--- config.mk ---
export PLATFORM = sky130hd
export DESIGN_NAME = char_lcd_refresh_controller
export DESIGN_NICKNAME = d
export VERILOG_FILES = /design/src/rtl/lcdr_pkg.sv /design/src/rtl/lcdr_screen_buf.sv /design/src/rtl/lcdr_sequencer.sv /design/src/rtl/char_lcd_refresh_controller.sv
export SDC_FILE = /design/constraint.sdc
export NUM_CORES = 1
export LEC_CHECK = 0
export BUFFER_PORTS_ARGS = -buffer_cell sky130_fd_sc_hd__buf_2
export CAP_MARGIN = 40
export CORE_UTILIZATION = 50
export CTS_CLUSTER_SIZE = 14
export DETAILED_ROUTE_END_ITERATION = 6
export PLACE_DENSITY = 0.66
export SYNTH_ARGS = -nofsm -noshare
export SYNTH_HDL_FRONTEND = slang
export SYNTH_SLANG_ARGS = --single-unit
--- constraint.sdc ---
create_clock -name clk -period 6.75 [get_ports clk]
set_input_delay 0.3375 -clock clk [delete_from_list [all_inputs] [get_ports clk]]
set_output_delay 0.3375 -clock clk [all_outputs]
set_load 0.05 [all_outputs]
--- src/rtl/lcdr_pkg.sv ---
`timescale 1ns / 1ps
`default_nettype none
// ----------------------------------------------------------------------------
// LCD refresh controller package
// Shared sizes, opcodes, bus write types and the constant tables of the
// panel: initialisation commands, their waits and the Cyrillic code map.
// ----------------------------------------------------------------------------
package lcdr_pkg;

    localparam int CELLS      = 80;
    localparam int LINE_CELLS = 20;
    localparam int CELL_W     = $clog2(CELLS);

    localparam int INIT_STEPS = 7;
    localparam int STEP_W     = 3;

    // opcode codes of an input word
    localparam logic [1:0] OP_WRITE = 2'd0;
    localparam logic [1:0] OP_TICK  = 2'd1;
    localparam logic [1:0] OP_START = 2'd2;

    // DDRAM line address commands
    localparam logic [7:0] LINE_ADDR_0 = 8'h80;
    localparam logic [7:0] LINE_ADDR_1 = 8'hC0;
    localparam logic [7:0] LINE_ADDR_2 = 8'h80 | 8'(LINE_CELLS);
    localparam logic [7:0] LINE_ADDR_3 = 8'hC0 | 8'(LINE_CELLS);

    localparam logic [7:0] CYR_FIRST = 8'd192;

    localparam logic [7:0] INIT_CMD [INIT_STEPS] = '{
        8'h30, 8'h30, 8'h30, 8'h38, 8'h0C, 8'h01, 8'h02
    };
    localparam logic [7:0] INIT_WAIT [INIT_STEPS] = '{
        8'd63, 8'd2, 8'd3, 8'd1, 8'd1, 8'd32, 8'd1
    };

    localparam logic [7:0] CYR_ROM [64] = '{
        8'h41, 8'hA0, 8'h42, 8'hA1, 8'hE0, 8'h45, 8'hA3, 8'hA4,
        8'hA5, 8'hA6, 8'h4B, 8'hA7, 8'h4D, 8'h48, 8'h4F, 8'hA8,
        8'h50, 8'h43, 8'h54, 8'hA9, 8'hAA, 8'h58, 8'hE1, 8'hAB,
        8'hAC, 8'hE2, 8'hAD, 8'hAE, 8'h62, 8'hAF, 8'hB0, 8'hB1,
        8'h61, 8'hB2, 8'hB3, 8'hB4, 8'hE3, 8'h65, 8'hB6, 8'hB7,
        8'hB8, 8'hB9, 8'hBA, 8'hBB, 8'hBC, 8'hBD, 8'h6F, 8'hBE,
        8'h70, 8'h63, 8'hBF, 8'h79, 8'hE4, 8'h78, 8'hE5, 8'hC0,
        8'hC1, 8'hE6, 8'hC2, 8'hC3, 8'hC4, 8'hC5, 8'hC6, 8'hC7
    };

    // buffer write request
    typedef struct packed {
        logic              en;
        logic [CELL_W-1:0] idx;
        logic [7:0]        code;
        logic              conv;
    } lcdr_wr_t;

    // one bus write towards the panel
    typedef struct packed {
        logic       register_select;
        logic [7:0] bus_byte;
        logic [7:0] next_delay;
    } lcdr_res_t;

endpackage
`default_nettype wire

--- src/rtl/lcdr_screen_buf.sv ---
`timescale 1ns / 1ps
`default_nettype none
// ----------------------------------------------------------------------------
// Screen buffer
// Character memory with per-cell valid bits, code conversion on write and a
// registered read port that forwards a write to the address being read.
// ----------------------------------------------------------------------------
module lcdr_screen_buf
    import lcdr_pkg::*;
(
    input  wire logic              clk,
    input  wire logic              rst_n,
    input  wire lcdr_wr_t          wr,
    input  wire logic [CELL_W-1:0] rd_addr,
    output logic [7:0]             rd_data
);

    logic [7:0]       mem [CELLS];
    logic [CELLS-1:0] valid_reg;
    logic [7:0]       rd_mem_reg;
    logic             rd_valid_reg;
    logic             hit_reg;
    logic [7:0]       hit_data_reg;
    logic [7:0]       code_conv;

    always_comb
    begin
        code_conv = wr.code;
        if (wr.conv && (wr.code >= CYR_FIRST))
        begin
            code_conv = CYR_ROM[wr.code[5:0]];
        end
    end

    always_ff @(posedge clk)
    begin
        if (wr.en)
        begin
            mem[wr.idx] <= code_conv;
        end
        rd_mem_reg   <= mem[rd_addr];
        hit_data_reg <= code_conv;
    end

    always_ff @(posedge clk or negedge rst_n)
    begin
        if (!rst_n)
        begin
            valid_reg    <= '0;
            rd_valid_reg <= 1'b0;
            hit_reg      <= 1'b0;
        end
        else
        begin
            if (wr.en)
            begin
                valid_reg[wr.idx] <= 1'b1;
            end
            rd_valid_reg <= valid_reg[rd_addr];
            // forward a write that lands on the cell being fetched
            hit_reg      <= wr.en && (wr.idx == rd_addr);
        end
    end

    assign rd_data = hit_reg      ? hit_data_reg :
                     rd_valid_reg ? rd_mem_reg   : 8'd0;

endmodule
`default_nettype wire

--- src/rtl/lcdr_sequencer.sv ---
`timescale 1ns / 1ps
`default_nettype none
// ----------------------------------------------------------------------------
// Refresh sequencer
// Wait counter, mode and cursor: runs the init commands, then streams the
// buffer with line address commands ahead of each display line.
// ----------------------------------------------------------------------------
module lcdr_sequencer
    import lcdr_pkg::*;
(
    input  wire logic              clk,
    input  wire logic              rst_n,
    input  wire logic              fire,
    input  wire logic [1:0]        op,
    input  wire logic [7:0]        rd_data,
    output logic                   emit,
    output lcdr_res_t              res,
    output logic [CELL_W-1:0]      rd_addr
);

    typedef enum logic [1:0] {
        MODE_IDLE = 2'd0,
        MODE_LINE = 2'd1,
        MODE_DATA = 2'd2,
        MODE_INIT = 2'd3
    } mode_t;

    mode_t             mode_reg,   mode_next;
    logic [CELL_W-1:0] cursor_reg, cursor_next;
    logic [7:0]        pend_reg,   pend_next;
    logic [7:0]        wait_reg,   wait_next;
    logic [7:0]        wait_dec;
    logic [CELL_W-1:0] cell_next;
    logic [7:0]        cell8;
    logic [STEP_W-1:0] step;

    always_comb
    begin
        mode_next   = mode_reg;
        cursor_next = cursor_reg;
        pend_next   = pend_reg;
        wait_next   = wait_reg;
        emit        = 1'b0;
        res         = '0;
        wait_dec    = (wait_reg != 8'd0) ? (wait_reg - 8'd1) : 8'd0;
        step        = cursor_reg[STEP_W-1:0];
        cell_next   = (cursor_reg == CELL_W'(CELLS - 1)) ? '0 : (cursor_reg + 1'b1);
        cell8       = 8'(cell_next);

        unique case (op)
            OP_TICK:
            begin
                wait_next = wait_dec;
                if (wait_dec == 8'd0)
                begin
                    unique case (mode_reg)
                        MODE_INIT:
                        begin
                            if (cursor_reg < CELL_W'(INIT_STEPS))
                            begin
                                emit        = 1'b1;
                                res         = '{1'b0, INIT_CMD[step], INIT_WAIT[step]};
                                wait_next   = INIT_WAIT[step];
                                cursor_next = cursor_reg + 1'b1;
                            end
                            else
                            begin
                                // sequence done: start streaming after one tick
                                mode_next   = MODE_DATA;
                                cursor_next = '0;
                                wait_next   = 8'd1;
                            end
                        end
                        MODE_LINE:
                        begin
                            emit      = 1'b1;
                            res       = '{1'b0, pend_reg, 8'd1};
                            wait_next = 8'd1;
                            mode_next = MODE_DATA;
                        end
                        MODE_DATA:
                        begin
                            emit        = 1'b1;
                            res         = '{1'b1, rd_data, 8'd1};
                            wait_next   = 8'd1;
                            cursor_next = cell_next;
                            if (cell8 == 8'd0)
                            begin
                                pend_next = LINE_ADDR_0;
                                mode_next = MODE_LINE;
                            end
                            else if (cell8 == 8'(LINE_CELLS))
                            begin
                                pend_next = LINE_ADDR_1;
                                mode_next = MODE_LINE;
                            end
                            else if (cell8 == 8'(2 * LINE_CELLS))
                            begin
                                pend_next = LINE_ADDR_2;
                                mode_next = MODE_LINE;
                            end
                            else if (cell8 == 8'(3 * LINE_CELLS))
                            begin
                                pend_next = LINE_ADDR_3;
                                mode_next = MODE_LINE;
                            end
                        end
                        MODE_IDLE:
                        begin
                            emit = 1'b0;
                        end
                    endcase
                end
            end
            OP_START:
            begin
                cursor_next = '0;
                mode_next   = MODE_INIT;
            end
            default:
            begin
                emit = 1'b0;
            end
        endcase
    end

    // fetch the cell that the cursor will point at next
    assign rd_addr = fire ? cursor_next : cursor_reg;

    always_ff @(posedge clk or negedge rst_n)
    begin
        if (!rst_n)
        begin
            mode_reg   <= MODE_IDLE;
            cursor_reg <= '0;
            pend_reg   <= 8'd0;
            wait_reg   <= 8'd0;
        end
        else if (fire)
        begin
            mode_reg   <= mode_next;
            cursor_reg <= cursor_next;
            pend_reg   <= pend_next;
            wait_reg   <= wait_next;
        end
    end

endmodule
`default_nettype wire

--- src/rtl/char_lcd_refresh_controller.sv ---
`timescale 1ns / 1ps
`default_nettype none
// ----------------------------------------------------------------------------
// Character LCD refresh controller
// 4x20 panel refresh: screen buffer writes, init sequence and buffer streaming.
// ----------------------------------------------------------------------------
// One input word is taken every clock cycle unless the block stalls. A word
// is held in the input register, and its bus write, if any, is registered in
// the output register when the word proceeds, then shows on the master side.
// The block only stalls the slave side when the input register holds a tick
// that produces a bus write while the previous bus write is still waiting to
// be taken. The screen buffer is an on-chip memory read ahead at the cursor
// through a registered port; its reset to zeros is done by per-cell valid bits,
// so there is no clearing pass and words are accepted straight after reset.
module char_lcd_refresh_controller
    import lcdr_pkg::*;
(
    input  wire logic        clk,
    input  wire logic        rst_n,
    input  wire logic        s_tvalid,
    output logic             s_tready,
    input  wire logic [15:0] s_tdata,   // cell_index[6:0], char_code[14:7], zero pad
    input  wire logic [2:0]  s_tuser,   // opcode[1:0], convert_flag[2]
    output logic             m_tvalid,
    input  wire logic        m_tready,
    output logic [15:0]      m_tdata,   // bus_byte[7:0], next_delay[15:8]
    output logic             m_tuser    // register_select
);

    logic        in_valid_reg;
    logic [1:0]  in_op_reg;
    logic [6:0]  in_idx_reg;
    logic [7:0]  in_code_reg;
    logic        in_conv_reg;
    logic        out_valid_reg;
    lcdr_res_t   out_res_reg;

    logic              fire;
    logic              emit;
    lcdr_res_t         res;
    lcdr_wr_t          wr;
    logic [CELL_W-1:0] rd_addr;
    logic [7:0]        rd_data;

    // proceed unless this word makes a bus write and the output is still held
    assign fire     = in_valid_reg && (!emit || !out_valid_reg || m_tready);
    assign s_tready = !in_valid_reg || fire;

    assign wr.en   = fire && (in_op_reg == OP_WRITE) && ({1'b0, in_idx_reg} < 8'(CELLS));
    assign wr.idx  = in_idx_reg[CELL_W-1:0];
    assign wr.code = in_code_reg;
    assign wr.conv = in_conv_reg;

    lcdr_screen_buf u_buf (
        .clk     (clk),
        .rst_n   (rst_n),
        .wr      (wr),
        .rd_addr (rd_addr),
        .rd_data (rd_data)
    );

    lcdr_sequencer u_seq (
        .clk     (clk),
        .rst_n   (rst_n),
        .fire    (fire),
        .op      (in_op_reg),
        .rd_data (rd_data),
        .emit    (emit),
        .res     (res),
        .rd_addr (rd_addr)
    );

    always_ff @(posedge clk or negedge rst_n)
    begin
        if (!rst_n)
        begin
            in_valid_reg  <= 1'b0;
            out_valid_reg <= 1'b0;
        end
        else
        begin
            if (s_tvalid && s_tready)
            begin
                in_valid_reg <= 1'b1;
            end
            else if (fire)
            begin
                in_valid_reg <= 1'b0;
            end

            if (fire && emit)
            begin
                out_valid_reg <= 1'b1;
            end
            else if (m_tready)
            begin
                out_valid_reg <= 1'b0;
            end
        end
    end

    always_ff @(posedge clk)
    begin
        if (s_tvalid && s_tready)
        begin
            in_op_reg   <= s_tuser[1:0];
            in_conv_reg <= s_tuser[2];
            in_idx_reg  <= s_tdata[6:0];
            in_code_reg <= s_tdata[14:7];
        end
        if (fire && emit)
        begin
            out_res_reg <= res;
        end
    end

    assign m_tvalid = out_valid_reg;
    assign m_tuser  = out_res_reg.register_select;
    assign m_tdata  = {out_res_reg.next_delay, out_res_reg.bus_byte};

endmodule
`default_nettype wire
==> metrics.md <==
| Metric | Value |
|---|---|
| Outcome | finished clean |
| Sequential Area | 0.0231 sq mm |
| Clock Power Share | 40.1% |
| Boundary Pins | 42 |
| Number of vias per cell | 6.26 |
| CTS tree | done |
| First-pass GRT wire length | 132,000 um |
| Synthesized area per cell | 12.9 sq um |
| Placer Congestion | 0.891 |
| Filler cells | 5,204 |
| Total grt overflow | 0 |
| CTS Sinks | 791 |
| Worst hold path class | primary input to asynchronous set/reset pin |
| Max-slew headroom | 36.1% |
| Post-synth top flop | edfxtp_1 |
| Int Power | 8.55 mW |
| Setup violations, final | 0 |
| Worst EP arrival | 5930 ps |
| Maximum vdd drop | 0.196 mV |
| Pin count of the biggest net entering global routing | 171 |
| Top-area cell type share of the netlist area | 60.5% |
| Maximum clock frequency | 183 MHz |
| Total Wirelength | 88,000 um |
| Synth Warn # | 0 |
| Area delta synth->final | 12.7% |
| Final ANT Viol Nets | 0 |
| Mux share of post-synthesis cell area | 1.83% |
| Total negative slack | 0 ps |
| Maxcap violations | 0 |
| Adder-Cell Fraction of Synth Area | 0.789% |
| Number of flops mapped to enable cells by yosys | 671 |
| Row Count | 94 |
| #FFs+latches synth | 791 |
| XOR/XNOR Fraction of Synth Area | 0.368% |
| Startpoint Class | flop |
| Crit Path Max Fanout | 109 |
| Worst-path clk slew | 60 ps |
| Root Buffer | clkbuf_16 |
| Initial antenna violation count | 1 |
| Minimum clock period | 5450 ps |
| Hold Violations, Final | 0 |
| Initial DRC Count | 2,781 |
| Initial Utilization | 50.5% |
| Die width | 260 um |
| Simple-gate share of the synthesized area | 12.6% |
| Kind of end point of the critical path | flop |
| Static Leakage | 13.3 nW |
| N_diodes | 0 |
| Crit Path Category | flop to flop |
| Core area | 0.0659 sq mm |
| Gr usage total | 26.1% |
| Synth area leaders | edfxtp_1 (61%), dfrtp_1 (7.8%), nand2_1 (4.7%) |
| Final Max Tran Viols | 0 |
| Worst path required time | 7230 ps |
| Final net count | 2,661 |
| Die H | 260 um |
| Die area | 0.0676 sq mm |
| Post-Syn Area | 0.0333 sq mm |
| Sequential Power Share | 48.9% |
| Total CTS buffers | 82 |
| WL/cell | 24.8 um |
| # DRC | 0 |
| Clk_skew | 17.0 ps |
| Final period utilization | 80.8% |
| RSZ-0062 raised after global routing | false |
| Compound-Gate Fraction of Synth Area | 12.2% |
| Pre-CTS WS | 1390 ps |
| Comb pwr share | 11.0% |
| Post-Syn Instances | 2,584 |
| Vias | 22,180 |
| Multi-input gate area | 0.00942 sq mm |
| Vias in the first global route | 21,328 |
| Drt first pass iters | 6 |
| Worst-case clock buffer depth | 3 |
| Sw Share | 24.7% |
| Worst slew pin tran | 959 ps |
| Max FFs per register | 640 |
| Hpwl dp | 53,900 um |
| Worst skew pair latency | 620 ps |
| Layout cells sized above 1 | 12.5% |
| P per Cell Area | 303 mW/mm^2 |
| Largest family of logic cells by synthesized area | simple AND/OR/NAND/NOR gates |
| Asr flop ratio synth | 13.1% |
| Worst setup margin | 1300 ps |
| Sw Pwr | 2.80 mW |
| Total power | 11.4 mW |
| H-tree depth | 3 |
| PortBufs | 38 |
| Yosys cell types | 72 |
| Sequential-to-total area share from yosys stat | 69.3% |
| Synth area leader | edfxtp_1 |
| R2R cell count | 15 |
## repair_timing
action / CTS / global route
hold buffers: 21 / 0
resized for setup: 0 / 0
endpoints found under the hold margin: 64 / 0
setup buffers: 0 / 0
## stage by stage
stage	utilization (%)	cells	hold slack [ps]	cell area (sq um)
after floorplan	-	2585	41.9	33300
after global placement	52.0	3338	385	34200
after detailed placement	52.5	3371	391	34600
after CTS	56.9	3540	282	37500
after global routing	57.0	3545	343	37500
final	57.0	3545	294	37500
## placed cells by master (no fill, tap or decap), types with 52 or more instances in the layout
master and instances:
edfxtp_1 671, nand2_1 419, a21oi_1 155, nor2_1 142, and3_1 118, dfrtp_1 104
a211oi_1 96, clkbuf_16 85, or2_2 69, buf_4 66, nand3_1 57, mux2i_1 52
## final timing paths
| check | endpoint | startpoint | slack (ps) |
|---|---|---|---|
| worst min register to register | u_buf.valid_reg[76] | u_buf.valid_reg[76] | 460 |
| max in group asynchronous | u_buf.valid_reg[22] | rst_n | 5170 |
| min in group clk | in_code_reg[5] | s_tdata[12] | 430 |
| worst max-delay path | u_buf.rd_mem_reg[1] | u_seq.wait_reg[0] | 1300 |
| worst min-delay path | in_valid_reg | rst_n | 290 |
| worst max register to register | u_buf.rd_mem_reg[1] | u_seq.wait_reg[0] | 1300 |
## cell usage after synthesis, drive strengths merged, types with 21 or more instances
cell / n
edfxtp: 671
mux2i: 54
a311oi: 41
a21oi: 155
clkbuf: 117
dfrtp: 104
a211oi: 96
o21ai: 38
inv: 28
nor3: 21
a2111oi: 22
and3: 118
a22oi: 36
ha: 21
a31oi: 36
a32oi: 30
nand2: 420
nand3: 57
or2: 69
nor2: 145
buf: 74
## cell families (layout without fill, tap and decap cells)
family,after synthesis,in the layout
DFF,791,791
xor gates and xnor gates,14,14
and+or+nand+nor,904,904
muxes,58,58
AOI/OAI and AO/OA,575,575
buffers and inverters,220,316
other,1,2
adders and majority gates,21,21
## cell type report
cell class / count / area share (%)
clock buffers: 108 / 5.95
clock inverters: 40 / 1.23
inverters: 29 / 0.324
multi-input cells: 1574 / 25.1
flip-flops and latches: 791 / 61.5
well taps: 864 / 2.88
repair buffers: 139 / 3.00
## layer usage
layer  up-vias  global-route usage [%]  wire (um)
met5         -                       0          0
met4         0                    10.2       3260
met3       179                    4.43       7320
met2      1049                    41.1      41600
met1     11099                    36.2      35800
li1       9853                       -          -
## power by group through the flow
stage / Combinational [mW] / Clock [mW] / Sequential [mW]
4_1_cts: 1.23 / 4.61 / 5.55
2_1_floorplan: 0.779 / 0 / 5.63
5_1_grt: 1.34 / 4.80 / 5.56
6_report: 1.25 / 4.55 / 5.55
3_5_place_dp: 1.22 / 0 / 5.65
3_3_place_gp: 1.18 / 0 / 5.65
## worst max-delay path, cell delays in order (launching register included)
cell and delay (ps):
dfrtp_1 420, inv_1 120, ha_1 240, or3b_1 430, a2111oi_2 390, a311oi_2 190, or4_4 760, and2_4 260
clkinv_8 360, buf_4 400, mux2i_1 250, a221o_1 190, a21oi_1 70, a2111oi_1 720, buf_2 290, a31oi_1 100
(Power assumes the default switching activity.)
